**config.mk**
```make
export PLATFORM = sky130hd
export DESIGN_NAME = priority_ready_queue
export DESIGN_NICKNAME = d
export VERILOG_FILES = /design/src/rtl/core/prq_pkg.sv /design/src/rtl/core/priority_ready_queue.sv
export SDC_FILE = /design/constraint.sdc
export NUM_CORES = 1
export LEC_CHECK = 0
export BUFFER_PORTS_ARGS = -buffer_cell sky130_fd_sc_hd__buf_2
export CORE_MARGIN = 2
export CORE_UTILIZATION = 38
export CTS_BUF_LIST = sky130_fd_sc_hd__clkbuf_8
export CTS_CLUSTER_SIZE = 40
export DETAILED_ROUTE_END_ITERATION = 10
export GPL_ROUTABILITY_DRIVEN = 1
export MAX_ROUTING_LAYER = met4
export PLACE_DENSITY = 0.56
export RECOVER_POWER = 50
export SYNTH_ARGS = -nofsm -noshare
export SYNTH_HDL_FRONTEND = slang
export SYNTH_SLANG_ARGS = --single-unit
```
**constraint.sdc**
```tcl
create_clock -name clk -period 10.55 [get_ports clk]
set_input_delay 1.055 -clock clk [delete_from_list [all_inputs] [get_ports clk]]
set_output_delay 1.055 -clock clk [all_outputs]
set_load 0.03 [all_outputs]
```
**src/rtl/core/prq_pkg.sv**
```systemverilog
// ============================================================================
// prq_pkg
// Shared types and constants for the priority ready queue.
// ============================================================================
package prq_pkg;

    localparam int unsigned DEF_QUEUE_DEPTH = 16;

    localparam int unsigned TAG_W   = 8;
    localparam int unsigned PRIO_W  = 32;
    localparam int unsigned COUNT_W = 5;
    localparam int unsigned ENTRY_W = TAG_W + PRIO_W;
    localparam int unsigned IN_W    = 40;
    localparam int unsigned OUT_W   = 48;

    typedef enum logic {
        REQ_ENQUEUE = 1'b0,
        REQ_DEQUEUE = 1'b1
    } req_t;

    typedef enum logic [1:0] {
        ST_IDLE,
        ST_SCAN,
        ST_SHIFT,
        ST_FIN
    } state_t;

endpackage

```
**src/rtl/core/priority_ready_queue.sv**
```systemverilog
// ============================================================================
// priority_ready_queue
// Bounded ready queue with linear-scan highest-priority dequeue.
//
// Usage:
//   Input stream (s_*): one transfer per request. s_tuser selects enqueue (0)
//   or dequeue (1); s_tdata carries the tag and priority for an enqueue.
//   Output stream (m_*): exactly one transfer per request, in request order.
//   Entries live in a single-port-read, single-port-write synchronous RAM.
//   An enqueue writes the tail and then reports from the final state. A
//   dequeue reads every held entry to find the maximum, then moves the
//   entries after the winner down one place (one RAM read and one RAM
//   write per cycle), then reports. One request is in service at a time.
//   A finished result sits in the output register; the next request is
//   taken while it waits. If the receiver stalls, the following result holds
//   in the final state until the register frees, and s_tready stays low.
//   Reset empties the queue (count to zero); RAM contents are not cleared.
// ============================================================================
module priority_ready_queue #(
    parameter int unsigned QUEUE_DEPTH = prq_pkg::DEF_QUEUE_DEPTH
) (
    input  logic                    clk,
    input  logic                    rst_n,
    input  logic                    s_tvalid,
    output logic                    s_tready,
    // [7:0] proc_tag, [39:8] proc_priority
    input  logic [prq_pkg::IN_W-1:0]  s_tdata,
    // [0] req_type
    input  logic                    s_tuser,
    output logic                    m_tvalid,
    input  logic                    m_tready,
    // [0] found, [8:1] out_tag, [40:9] out_priority, [41] accepted,
    // [46:42] count_after, [47] is_empty
    output logic [prq_pkg::OUT_W-1:0] m_tdata
);
    import prq_pkg::*;

    localparam int unsigned AW = (QUEUE_DEPTH > 1) ? $clog2(QUEUE_DEPTH) : 1;
    localparam int unsigned CW = $clog2(QUEUE_DEPTH + 1);

    logic [ENTRY_W-1:0] mem [QUEUE_DEPTH];
    logic [ENTRY_W-1:0] mem_rd_data;
    logic               mem_rd_en;
    logic [AW-1:0]      mem_rd_addr;
    logic               mem_wr_en;
    logic [AW-1:0]      mem_wr_addr;
    logic [ENTRY_W-1:0] mem_wr_data;

    state_t             state_reg, state_next;
    logic [CW-1:0]      count_reg, count_next;
    logic [CW-1:0]      iss_idx_reg, iss_idx_next;
    logic               rd_pend_reg, rd_pend_next;
    logic [AW-1:0]      rd_idx_reg, rd_idx_next;
    logic [AW-1:0]      best_idx_reg, best_idx_next;
    logic [TAG_W-1:0]   best_tag_reg, best_tag_next;
    logic [PRIO_W-1:0]  best_prio_reg, best_prio_next;
    logic               found_reg, found_next;
    logic               acc_reg, acc_next;
    logic               m_valid_reg, m_valid_next;
    logic [OUT_W-1:0]   m_data_reg, m_data_next;

    logic               s_xfer;
    logic               out_free;
    logic               iss_more;
    logic [TAG_W-1:0]   rd_tag;
    logic [PRIO_W-1:0]  rd_prio;
    logic [CW+4:0]      cnt_ext;
    logic [COUNT_W-1:0] cnt_out;
    logic               take_best;

    assign s_xfer   = s_tvalid && s_tready;
    assign out_free = !m_valid_reg || m_tready;
    assign iss_more = iss_idx_reg < count_reg;
    assign rd_tag   = mem_rd_data[TAG_W-1:0];
    assign rd_prio  = mem_rd_data[ENTRY_W-1:TAG_W];
    assign cnt_ext  = {5'b0, count_reg};
    assign cnt_out  = cnt_ext[COUNT_W-1:0];
    assign take_best = (rd_idx_reg == '0) || (rd_prio > best_prio_reg);

    always_ff @(posedge clk)
    begin
        if (mem_wr_en)
        begin
            mem[mem_wr_addr] <= mem_wr_data;
        end
    end

    always_ff @(posedge clk)
    begin
        if (mem_rd_en)
        begin
            mem_rd_data <= mem[mem_rd_addr];
        end
    end

    // next state
    always_comb
    begin
        state_next = state_reg;
        case (state_reg)
            ST_IDLE:
            begin
                if (s_xfer)
                begin
                    if (s_tuser == REQ_DEQUEUE && count_reg != '0)
                        state_next = ST_SCAN;
                    else
                        state_next = ST_FIN;
                end
            end
            ST_SCAN:
            begin
                if (!iss_more && !rd_pend_reg)
                    state_next = ST_SHIFT;
            end
            ST_SHIFT:
            begin
                if (!iss_more && !rd_pend_reg)
                    state_next = ST_FIN;
            end
            ST_FIN:
            begin
                if (out_free)
                    state_next = ST_IDLE;
            end
            default: state_next = ST_IDLE;
        endcase
    end

    // datapath and outputs
    always_comb
    begin
        s_tready       = (state_reg == ST_IDLE);
        count_next     = count_reg;
        iss_idx_next   = iss_idx_reg;
        rd_pend_next   = 1'b0;
        rd_idx_next    = rd_idx_reg;
        best_idx_next  = best_idx_reg;
        best_tag_next  = best_tag_reg;
        best_prio_next = best_prio_reg;
        found_next     = found_reg;
        acc_next       = acc_reg;
        m_valid_next   = m_valid_reg && !m_tready;
        m_data_next    = m_data_reg;
        mem_rd_en      = 1'b0;
        mem_rd_addr    = iss_idx_reg[AW-1:0];
        mem_wr_en      = 1'b0;
        mem_wr_addr    = count_reg[AW-1:0];
        mem_wr_data    = s_tdata[ENTRY_W-1:0];
        case (state_reg)
            ST_IDLE:
            begin
                if (s_xfer)
                begin
                    found_next     = 1'b0;
                    acc_next       = 1'b0;
                    best_tag_next  = '0;
                    best_prio_next = '0;
                    iss_idx_next   = '0;
                    if (s_tuser == REQ_ENQUEUE)
                    begin
                        if (count_reg < CW'(QUEUE_DEPTH))
                        begin
                            mem_wr_en  = 1'b1;
                            count_next = count_reg + CW'(1);
                            acc_next   = 1'b1;
                        end
                    end
                    else if (count_reg != '0)
                    begin
                        found_next = 1'b1;
                    end
                end
            end
            ST_SCAN:
            begin
                if (iss_more)
                begin
                    mem_rd_en    = 1'b1;
                    rd_pend_next = 1'b1;
                    rd_idx_next  = iss_idx_reg[AW-1:0];
                    iss_idx_next = iss_idx_reg + CW'(1);
                end
                if (rd_pend_reg && take_best)
                begin
                    best_idx_next  = rd_idx_reg;
                    best_tag_next  = rd_tag;
                    best_prio_next = rd_prio;
                end
                if (!iss_more && !rd_pend_reg)
                    iss_idx_next = CW'(best_idx_reg) + CW'(1);
            end
            ST_SHIFT:
            begin
                if (iss_more)
                begin
                    mem_rd_en    = 1'b1;
                    rd_pend_next = 1'b1;
                    rd_idx_next  = iss_idx_reg[AW-1:0];
                    iss_idx_next = iss_idx_reg + CW'(1);
                end
                if (rd_pend_reg)
                begin
                    mem_wr_en   = 1'b1;
                    mem_wr_addr = rd_idx_reg - AW'(1);
                    mem_wr_data = mem_rd_data;
                end
                if (!iss_more && !rd_pend_reg)
                    count_next = count_reg - CW'(1);
            end
            ST_FIN:
            begin
                if (out_free)
                begin
                    m_valid_next = 1'b1;
                    m_data_next  = {(count_reg == '0), cnt_out, acc_reg,
                                    best_prio_reg, best_tag_reg, found_reg};
                end
            end
            default: ;
        endcase
    end

    always_ff @(posedge clk or negedge rst_n)
    begin
        if (!rst_n)
        begin
            state_reg   <= ST_IDLE;
            count_reg   <= '0;
            rd_pend_reg <= 1'b0;
            m_valid_reg <= 1'b0;
        end
        else
        begin
            state_reg   <= state_next;
            count_reg   <= count_next;
            rd_pend_reg <= rd_pend_next;
            m_valid_reg <= m_valid_next;
        end
    end

    always_ff @(posedge clk)
    begin
        iss_idx_reg   <= iss_idx_next;
        rd_idx_reg    <= rd_idx_next;
        best_idx_reg  <= best_idx_next;
        best_tag_reg  <= best_tag_next;
        best_prio_reg <= best_prio_next;
        found_reg     <= found_next;
        acc_reg       <= acc_next;
        m_data_reg    <= m_data_next;
    end

    assign m_tvalid = m_valid_reg;
    assign m_tdata  = m_data_reg;

    a_count_bound: assert property (@(posedge clk) disable iff (!rst_n)
        count_reg <= CW'(QUEUE_DEPTH))
        else $error("entry count above queue depth");

    a_one_in_service: assert property (@(posedge clk) disable iff (!rst_n)
        s_xfer |=> !s_tready)
        else $error("second request taken while one is in service");

    a_read_in_range: assert property (@(posedge clk) disable iff (!rst_n)
        mem_rd_en |-> (iss_idx_reg < count_reg))
        else $error("RAM read beyond held entries");

    a_shift_write_range: assert property (@(posedge clk) disable iff (!rst_n)
        (state_reg == ST_SHIFT && mem_wr_en) |->
            (CW'(mem_wr_addr) >= CW'(best_idx_reg) && rd_idx_reg != '0))
        else $error("shift write below the removed entry");

    a_fin_loads_output: assert property (@(posedge clk) disable iff (!rst_n)
        (state_reg == ST_FIN && out_free) |=> m_valid_reg)
        else $error("finished result not presented");
endmodule
```
==> metrics.cfg, run 1 <==
[status]
status = finished with violations
violations = max-capacitance violations, max-slew violations

[clock_network]
hold_buffers = 0
cts_buffers = 134
postCtsSetupBuffers = 0
ctsResizeCount = 0
h-tree-depth = 4
root_buffer = clkbuf_8
clock_sinks = 792
cts_tree = done
insertion_delay_ps = 790
path_clk_slew_ps = 60
cts_buffer_depth = 3

[synthesis]
synth_ff_type = edfxtp_1
synthTopCellsByArea = edfxtp_1, mux4_2, mux2i_1
synthCells = 1716
yosysWarnings = 0
ys_seq_area_share_pct = 75.2
synthArstFlopShare_pct = 1.14
yosysTopAreaCell = edfxtp_1
syn_area_um2 = 31600
synth-edff-count = 783
synth_top_area_share_pct = 74.4
syn_avg_cell_area_um2 = 18.4
ys_ff_latch = 792
syn-num-nets = 1810
yosysUniqueCellTypes = 55

[floorplanning]
start_util_pct = 38.4
die_y_um = 292
fp.dieW_um = 292
boundaryPins = 95
rows = 105
core_um2 = 82200
dieArea_um2 = 85400

[placement]
place.gp.congestion = 0.772
io_buffers = 94
dpl.hpwl_um = 40800

[pwr]
power_w = 0.0101
ir_drop_mv = 0.160
p_per_area_nw_per_um2 = 283
p_leak_nw = 11.9

[setup_path]
crit_path_start_kind = flop
cp_max_fo = 56
required_ps = 11070
worstSetupPathType = flop to flop
cp.arrival_ps = 7610
critPathCaptureType = flop

[routing]
drc_errors = 0
first_iter_violations = 1280
ant_nets = 0
post_drt_wl_per_cell_um = 25.7
vias_per_cell = 5.42
wl_um = 79000
vias = 16600
drtPass1Iterations = 5

[timing]
tns_ps = 0
fin_crit_sh_pct = 67.2
drv_slew = 333
fin_hold_ws_ps = 268
period_needed_ps = 7090
hold_viol_final = 0
relSlewSlack_pct = -196
setup_viol = 0
tightest_slew_ps = 4440
clock.fmax_mhz = 141
rsz0062_at_grt = no
fin_skew_ps = 30.5

[grt]
gr-total-overflow = 0
met3_usage_pct = 3.75
grt.busiest_layer = met2
groute.layer.met2.usage_pct = 29.5
track_usage_pct = 19.1
grt_pass1_wl_um = 115000
grt_util_met1_pct = 26.0
grt_pass1_vias = 16900
grt_max_degree = 119
antenna_found_initial = 3

[layout]
drive_gt1_share_pct = 19.3
top_register = mem
nets = 1991
fill_cells = 7288
largest_reg_flops = 640
area_growth_pct = 13.2

[run]
max_cap_violations = 8

[worst_hold_path]
hold_path_class = primary input to async pin

-- path summary, 6_finish.rpt --
| path | slack [ps] | depth (start not counted) | startpoint | to |
|---|---|---|---|---|
| max | 3460 | 8 | iss_idx_reg[1] | mem_rd_data[20] |
| min | 270 | 1 | rst_n | state_reg[1] |
| max reg2reg | 3460 | 8 | iss_idx_reg[1] | mem_rd_data[20] |
| min reg2reg | 420 | 0 | best_tag_reg[2] | m_tdata[3] |
| max in group asynchronous | 9870 | 1 | rst_n | cnt_out[4] |
| min in group clk | 420 | 0 | best_tag_reg[2] | m_tdata[3] |
-- kinds of logic (layout without fill, tap and decap cells) --
kind of cell | Yosys count | in the layout | share of synthesized area (%)
flops | 792 | 792 | 75.2
mux | 285 | 285 | 12.5
buf+inv | 129 | 408 | 1.83
compound gates | 266 | 266 | 5.35
xor+xnor | 10 | 10 | 0.277
simple gates | 185 | 185 | 2.90
other cells | 0 | 2 | 0
fa+ha+maj | 49 | 49 | 1.96
-- worst max-delay path: stages (launching register included) --
cell,delay [ps]
edfxtp_1,320
buf_4,480
clkbuf_1,3130
nand2_1,1400
buf_4,690
o21ai_0,300
a21oi_1,90
o21ai_0,220
nand2_1,90
-- layer usage --
layer | routed length (um) | vias to the layer above
met5 | 0 | -
met4 | 1390 | 0
met3 | 4480 | 110
met2 | 37500 | 538
met1 | 35600 | 8716
li1 | - | 7270
-- cell usage after synthesis, types with 5 or more instances --
master,instances
buf_4,17
and2_1,46
xor2_1,6
mux2i_1,124
mux2_2,81
a21o_1,6
nand4_1,9
inv_1,47
a21oi_1,62
a22oi_1,41
ha_1,48
nor3_1,5
o21ai_0,90
mux4_2,80
nand3_1,9
edfxtp_1,783
a31oi_1,6
a221oi_1,41
buf_2,19
nor2_1,29
dfrtp_1,9
clkbuf_1,44
nand2_1,67
-- through the flow --
stage | instance area [um^2] | utilization [%] | cells | setup WS [ps]
6_report | 35800 | 43.5 | 3067 | 3460
5_1_grt | 35800 | 43.5 | 3067 | 3090
4_1_cts | 35900 | 43.6 | 3065 | 5780
3_5_place_dp | 33400 | 40.6 | 2831 | 5810
3_3_place_gp | 33400 | 40.6 | 2831 | 5860
2_1_floorplan | 31600 | - | 1716 | 6290
-- where the power goes --
part	switching (W)	internal [W]
Clock	0.00122	0.00132
Combinational	0.00204	0.00102
Sequential	0.000234	0.00429
Total	0.00350	0.00662
-- final cells by class --
type / count / area (um^2) / area share (%)
Sequential cell: 792 / 23700 / 66.4
Multi-Input combinational cell: 795 / 7410 / 20.7
Clock buffer: 138 / 1900 / 5.31
Tap cell: 1070 / 1340 / 3.74
Timing Repair Buffer: 127 / 641 / 1.79
Clock inverter: 96 / 553 / 1.55
Inverter: 47 / 176 / 0.493
Antenna cell: 2 / 5.00 / 0.0140
-- layout by cell type, fill, tap and decap left out, types with 27 or more instances in the layout --
cell,synthesis,layout
a22oi_1,41,41
nand2_1,67,67
buf_2,19,43
clkbuf_1,44,58
mux4_2,80,80
mux2_1,0,37
mux2i_1,124,124
o21ai_0,90,90
and2_0,0,27
a21oi_1,62,62
mux2_2,81,44
inv_1,47,89
a221oi_1,41,41
clkinv_1,0,28
ha_1,48,48
clkbuf_8,0,138
edfxtp_1,783,783
No activity file was read; power rests on OpenSTA's default activity.
==> run 2: changes to the inputs <==
--- a/config.mk
+++ b/config.mk
@@ -5,6 +5,7 @@
 export SDC_FILE = /design/constraint.sdc
 export NUM_CORES = 1
 export LEC_CHECK = 0
+export ABC_AREA = 1
 export BUFFER_PORTS_ARGS = -buffer_cell sky130_fd_sc_hd__buf_2
 export CORE_MARGIN = 2
 export CORE_UTILIZATION = 38
==> constraint.sdc (replaced) <==
create_clock -name clk -period 7.25 [get_ports clk]
set_input_delay 0.725 -clock clk [delete_from_list [all_inputs] [get_ports clk]]
set_output_delay 0.725 -clock clk [all_outputs]
set_load 0.03 [all_outputs]
==> run 2 against run 1 <==
The flow still finishes with violations (max-capacitance violations, max-slew violations); register-to-register slack got worse by 2000 ps; routed wire length increased by 2.3%; non-clock buffer count grew 2; largest power group unchanged; critical path type unchanged; sequential cell count unchanged; area after synthesis grew 0.72%; highest routed layer unchanged.
==> metrics.cfg, run 2 <==
[status]
status = finished with violations
violations = max-capacitance violations, max-slew violations

[synthesis]
syn_avg_cell_area_um2 = 13.0  ; -29%
synthArstFlopShare_pct = 1.14  ; unchanged
synthTopCellsByArea = edfxtp_1, nand2_1, o21ai_0
ys_ff_latch = 792  ; unchanged
synth-edff-count = 783  ; unchanged
syn_area_um2 = 31800  ; +0.72%
ys_seq_area_share_pct = 74.6  ; -0.53 points
yosysUniqueCellTypes = 41  ; -25%
synth_top_area_share_pct = 73.9  ; -0.53 points
synthTopCellsByCount = edfxtp_1, nand2_1, nor2_1
synthCells = 2449  ; +43%
syn-num-nets = 2543  ; +40%
yosys.cell_count.top_type = edfxtp_1
yosysWarnings = 0  ; unchanged
synth_ff_type = edfxtp_1
yosysTopAreaCell = edfxtp_1

[setup_path]
required_ps = 7650  ; -3420 ps
crit_path_start_kind = flop
rr_startpoint = iss_idx_reg[2]
crit_cells = 8  ; unchanged
startpoint = iss_idx_reg[2]
slowest_stage = clkbuf_1
critPathCaptureType = flop
path_cells = clkbuf_1 -> ha_1 -> nand2_1 -> inv_1 -> o21ai_2 -> nand3_1 -> nor2_4 -> buf_4
reg2regPathDepth = 8  ; unchanged
cpPeakStageDelay_ps = 2600  ; -530 ps
crit_family = buffers and inverters
cp.arrival_ps = 6180  ; -1430 ps
worstSetupPathType = flop to flop
cp_max_fo = 53  ; -5.4%
critPathBufInv = 3  ; unchanged

[routing]
vias_per_cell = 5.25  ; -3.2%
drc_errors = 0  ; unchanged
drtPass1Iterations = 6  ; +1
post_drt_wl_per_cell_um = 21.5  ; -16%
wl_um = 80800  ; +2.3%
first_iter_violations = 1615  ; +26%
vias = 19700  ; +18%
ant_nets = 0  ; unchanged

[timing]
fin_skew_ps = 31.7  ; +1.19 ps
hold_viol_final = 0  ; unchanged
clock.fmax_mhz = 173  ; +23%
tightest_slew_ps = 3730  ; -708 ps
setup_viol = 0  ; unchanged
rsz0062_at_grt = no
period_needed_ps = 5780  ; -1310 ps
relSlewSlack_pct = -149  ; +47 points
tns_ps = 0  ; unchanged
fin_hold_ws_ps = 224  ; -43.9 ps
fin_crit_sh_pct = 79.7  ; +13 points
drv_slew = 324  ; -2.7%

[layout]
fill_cells = 7608  ; +4.4%
multi_input_area_um2 = 7060  ; -4.7%
nets = 2669  ; +34%
fin_area_um2 = 35600  ; -0.42%
final_common_cell = edfxtp_1
drive_gt1_share_pct = 9.85  ; -9.4 points
top_register = mem
final-seq-area_um2 = 23700  ; unchanged
largest_reg_flops = 640  ; unchanged
layout_common_cells = edfxtp_1, nand2_1, nor2_1, o21ai_0, inv_1
area_growth_pct = 12.0
final_cells = 3752  ; +22%

[run]
max_cap_violations = 7  ; -1

[pwr]
p_leak_nw = 12.5  ; +5.6%
ir_drop_mv = 0.207  ; +30%
p_per_area_nw_per_um2 = 406  ; +43%

[grt]
antenna_found_initial = 1  ; -2
grt_pass1_wl_um = 121000  ; +5.8%
grt_max_degree = 213  ; +79%
track_usage_pct = 19.4  ; +0.26 points
gr-total-overflow = 0  ; unchanged
grt_pass1_vias = 19500  ; +16%

[worst_hold_path]
whs_path_depth = 4
hold_path_startpoint = m_tready
hold_path_class = primary input to flop

[placement]
placed_area_um2 = 33400  ; about the same
place.gp.congestion = 0.817  ; +5.9%
io_buffers = 94  ; unchanged
dp.cells = 3522  ; +24%
dpl.hpwl_um = 44000  ; +7.9%

[floorplanning]
die_y_um = 293  ; +0.35%
boundaryPins = 95  ; unchanged
start_util_pct = 38.2  ; -0.21 points
rows = 106  ; +0.95%
dieArea_um2 = 86000  ; +0.71%
fp.dieW_um = 293  ; +0.35%
core_um2 = 83300  ; +1.3%

[clock_network]
root_buffer = clkbuf_8
cts_tree = done
postCtsSetupBuffers = 0  ; unchanged
insertion_delay_ps = 790  ; about the same
cts_buffers = 130  ; -3.0%
path_clk_slew_ps = 60  ; about the same
clock_sinks = 792  ; unchanged
h-tree-depth = 4  ; unchanged
cts_buffer_depth = 3  ; unchanged

## run 2: layer usage
metal	share of wire, %	global-route usage [%]	vias up
met1	44	25.6	9774
li1	-	-	9110
met5	0	-	-
met4	2.3	6.40	0
met2	47	30.1	682
met3	6.9	3.98	126
## run 2: path summary, 6_finish.rpt
path	to	slack, ps
hold reg to reg	m_tdata[41]	420
hold / removal	m_tvalid	220
setup reg to reg	mem_rd_data[35]	1470
min in group asynchronous	state_reg[0]	440
max in group asynchronous	cnt_out[1]	6400
setup / recovery	mem_rd_data[35]	1470
## run 2: worst reg2reg max path, delay by kind of cell (launching register included)
family	cells	cell delay [ps]
AND/OR/NAND/NOR	3	1070
adder cells (fa/ha/maj)	1	650
AO/OA/AOI/OAI	1	130
buffers and inverters	3	3220
flip-flops	1	320
## run 2: cell type report
| cell class | instances | share of cell area [%] |
|---|---|---|
| clock inverter | 91 | 1.36 |
| tap | 1080 | 3.79 |
| inverter | 118 | 1.27 |
| clock buffer | 135 | 5.22 |
| sequential | 792 | 66.6 |
| multi-input combinational | 1404 | 19.8 |
| antenna | 3 | 0.0211 |
| timing repair buffer | 129 | 1.86 |
## run 2: repair_timing
| action | 4_1_cts | 5_1_grt |
|---|---|---|
| hold endpoints to repair | 9 | 0 |
| setup endpoints to repair | 0 | 0 |
| resized for setup | 0 | 0 |
| hold buffers | 1 | 0 |
## run 2: kinds of logic (layout without fill, tap and decap cells)
logic type	Yosys count	in the layout	synth area share, %
buffers and inverters	253	473	3.54
AOI/OAI and AO/OA	429	429	7.94
adders and majority gates	49	49	1.95
and+or+nand+nor	914	914	11.6
xor gates and xnor gates	12	12	0.330
other	0	3	0
DFF	792	792	74.6
## run 2: metrics by stage
step,total power [W],util (%),worst slack [ps]
global placement,0.0109,40.1,2850
finish,0.0145,42.8,1470
detailed placement,0.0110,40.1,2630
floorplan,0.00944,-,3440
CTS,0.0146,42.9,2590
global route,0.0153,42.8,1200
## run 2: power by group
part	internal [W]	switching, W	leakage, nW	total (W)
combinational	0.00107	0.00323	3.94	0.00431
clock	0.00183	0.00173	1.36	0.00357
sequential	0.00618	0.000405	7.24	0.00658
==> run 3: changes to the inputs <==
--- a/config.mk
+++ b/config.mk
@@ -5,7 +5,7 @@
 export SDC_FILE = /design/constraint.sdc
 export NUM_CORES = 1
 export LEC_CHECK = 0
-export ABC_AREA = 1
+export ABC_AREA = 0
 export BUFFER_PORTS_ARGS = -buffer_cell sky130_fd_sc_hd__buf_2
 export CORE_MARGIN = 2
 export CORE_UTILIZATION = 38
==> constraint.sdc (replaced) <==
create_clock -name clk -period 6.05 [get_ports clk]
set_input_delay 0.605 -clock clk [delete_from_list [all_inputs] [get_ports clk]]
set_output_delay 0.605 -clock clk [all_outputs]
set_load 0.03 [all_outputs]
==> run 3 against run 2 <==
The run still ends with max-capacitance violations, max-slew violations left; non-clock buffer count rose by 3; via count fell by 17%; largest power group unchanged; clock-buffer cell count fell by 10.
==> metrics.cfg, run 3 (synthesis gave the netlist of run 1 again) <==
[layout]
nets = 1983  ; -26%
final-seq-area_um2 = 23700  ; unchanged
drive_gt1_share_pct = 19.2  ; +9.3 points
top_register = mem
final_common_cell = edfxtp_1
fill_cells = 7236  ; -4.9%
fin_area_um2 = 35600  ; about the same
multi_input_area_um2 = 7370  ; +4.3%
layout_common_cells = edfxtp_1, clkbuf_8, mux2i_1, o21ai_0, inv_1
largest_reg_flops = 640  ; unchanged
area_growth_pct = 12.9

[timing]
relSlewSlack_pct = -178  ; -29 points
setup_viol = 0  ; unchanged
tns_ps = 0  ; unchanged
period_needed_ps = 4810  ; -965 ps
rsz0062_at_grt = no
drv_slew = 194  ; -40%
fin_crit_sh_pct = 79.6  ; -0.14 points
fin_skew_ps = 41.5  ; +9.82 ps
hold_viol_final = 0  ; unchanged
clock.fmax_mhz = 208  ; +20%
tightest_slew_ps = 4170  ; +439 ps

[setup_path]
cp_common_cell = nand2_1
cp_max_fo = 22  ; -58%
cpPeakStageDelay_ps = 1770  ; -830 ps
required_ps = 6410  ; -1240 ps
crit_path_start_kind = flop
crit_family = simple AND/OR/NAND/NOR gates
path_cells = inv_1 -> ha_1 -> nand2_1 -> nand2_1 -> o21a_1 -> nand2_1 -> nor2_1 -> buf_4
critPathBufInv = 2  ; -1
critPathCaptureType = flop
slowest_stage = nor2_1
worstSetupPathType = flop to flop
cp.arrival_ps = 5180  ; -1000 ps

[pwr]
p_leak_nw = 11.8  ; -5.6%
p_per_area_nw_per_um2 = 488  ; +20%
ir_drop_mv = 0.250  ; +21%

[grt]
track_usage_pct = 18.4  ; -1.0 points
grt_pass1_vias = 16900  ; -13%
antenna_found_initial = 4  ; +3
gr-total-overflow = 0  ; unchanged
grt_max_degree = 101  ; -53%
grt_pass1_wl_um = 112000  ; -7.2%

[floorplanning]
rows = 105  ; -0.94%
start_util_pct = 38.4  ; +0.21 points
dieArea_um2 = 85400  ; -0.70%
die_y_um = 292  ; -0.35%
boundaryPins = 95  ; unchanged
fp.dieW_um = 292  ; -0.35%
core_um2 = 82200  ; -1.3%

[clock_network]
clock_sinks = 792  ; unchanged
path_clk_slew_ps = 70  ; about the same
h-tree-depth = 3  ; -1
root_buffer = clkbuf_8
cts_buffer_depth = 3  ; unchanged
insertion_delay_ps = 740  ; -50 ps
cts_tree = done
cts_buffers = 121  ; -6.9%

[placement]
dpl.hpwl_um = 43800  ; -0.50%
placed_area_um2 = 33400  ; +0.16%
io_buffers = 94  ; unchanged
place.gp.congestion = 0.822  ; +0.61%

[routing]
post_drt_wl_per_cell_um = 24.9  ; +16%
vias_per_cell = 5.34  ; +1.7%
wl_um = 76100  ; -5.7%
ant_nets = 0  ; unchanged
drtPass1Iterations = 5  ; -1
vias = 16300  ; -17%
first_iter_violations = 1372  ; -15%
drc_errors = 0  ; unchanged

[status]
status = finished with violations
violations = max-capacitance violations, max-slew violations

[run]
max_cap_violations = 6  ; -1

[worst_hold_path]
hold_path_class = primary input to flop

run 3: cell types whose count changed in the layout (fill, tap and decap cells not counted), sizes merged, moves of 46 or more:
cell,change
a311oi,-46
o22ai,-47
nand2,-520
o21ai,-135
mux4,+80
nor2,-175
inv,-80
mux2i,+124
nand3,-69
mux2,+81
and2,+46
run 3: what timing repair did:
action | in CTS | in global routing
gates resized for setup | 0 | 0
hold buffers | 1 | 0
endpoints found under the hold margin | 9 | 0
buffers inserted | 0 | 0
run 3: stage by stage:
stage               setup WS [ps]  hold slack [ps]  std cells  utilization, %  power (W)
global placement             1970              408       2835            40.7     0.0133
floorplan                    1790              309       1716               -     0.0114
detailed placement           1810              414       2835            40.7     0.0133
CTS                          1770              100       3057            43.5     0.0176
finish                       1240              152       3062            43.3     0.0174
global route                  887              143       3062            43.3     0.0183
run 3: final timing paths:
| check | from | to | slack (ps) | cells after the start |
|---|---|---|---|---|
| min in group asynchronous | rst_n | rd_pend_reg | 380 | 2 |
| min reg2reg | best_tag_reg[3] | m_tdata[4] | 420 | 0 |
| min | m_tready | m_tvalid | 150 | 4 |
| max reg2reg | state_reg[0] | mem[2][13] | 1240 | 8 |
| max | state_reg[0] | mem[2][13] | 1240 | 8 |
| max in group asynchronous | rst_n | cnt_out[2] | 5290 | 2 |
run 3: report_power, final:
group	internal (W)	total (W)	leakage, nW	switching [W]
Combinational	0.00172	0.00524	3.28	0.00352
Clock	0.00222	0.00427	1.33	0.00206
Sequential	0.00747	0.00787	7.23	0.000398
run 3: routing by layer:
| metal | track usage (%) | part of all wire, % | wire length, um | vias up |
|---|---|---|---|---|
| met1 | 24.4 | 44 | 33800 | 8463 |
| met3 | 3.40 | 5.7 | 4350 | 119 |
| met5 | - | 0 | 0 | - |
| li1 | - | - | - | 7254 |
| met4 | 5.12 | 1.9 | 1450 | 0 |
| met2 | 29.2 | 48 | 36500 | 511 |
run 3: worst min-delay path, cell delays in order:
cell and delay (ps):
buf_2 70, inv_1 40, nand2_1 70, nand2b_1 50
run 3: area by class of cell:
cell class / instances / share of cell area, %
repair buffers: 132 / 1.94
clock inverters: 96 / 1.69
well taps: 1070 / 3.76
diodes: 5 / 0.0351
flip-flops and latches: 792 / 66.6
clock buffers: 125 / 4.83
multi-input cells: 795 / 20.7
inverters: 47 / 0.495
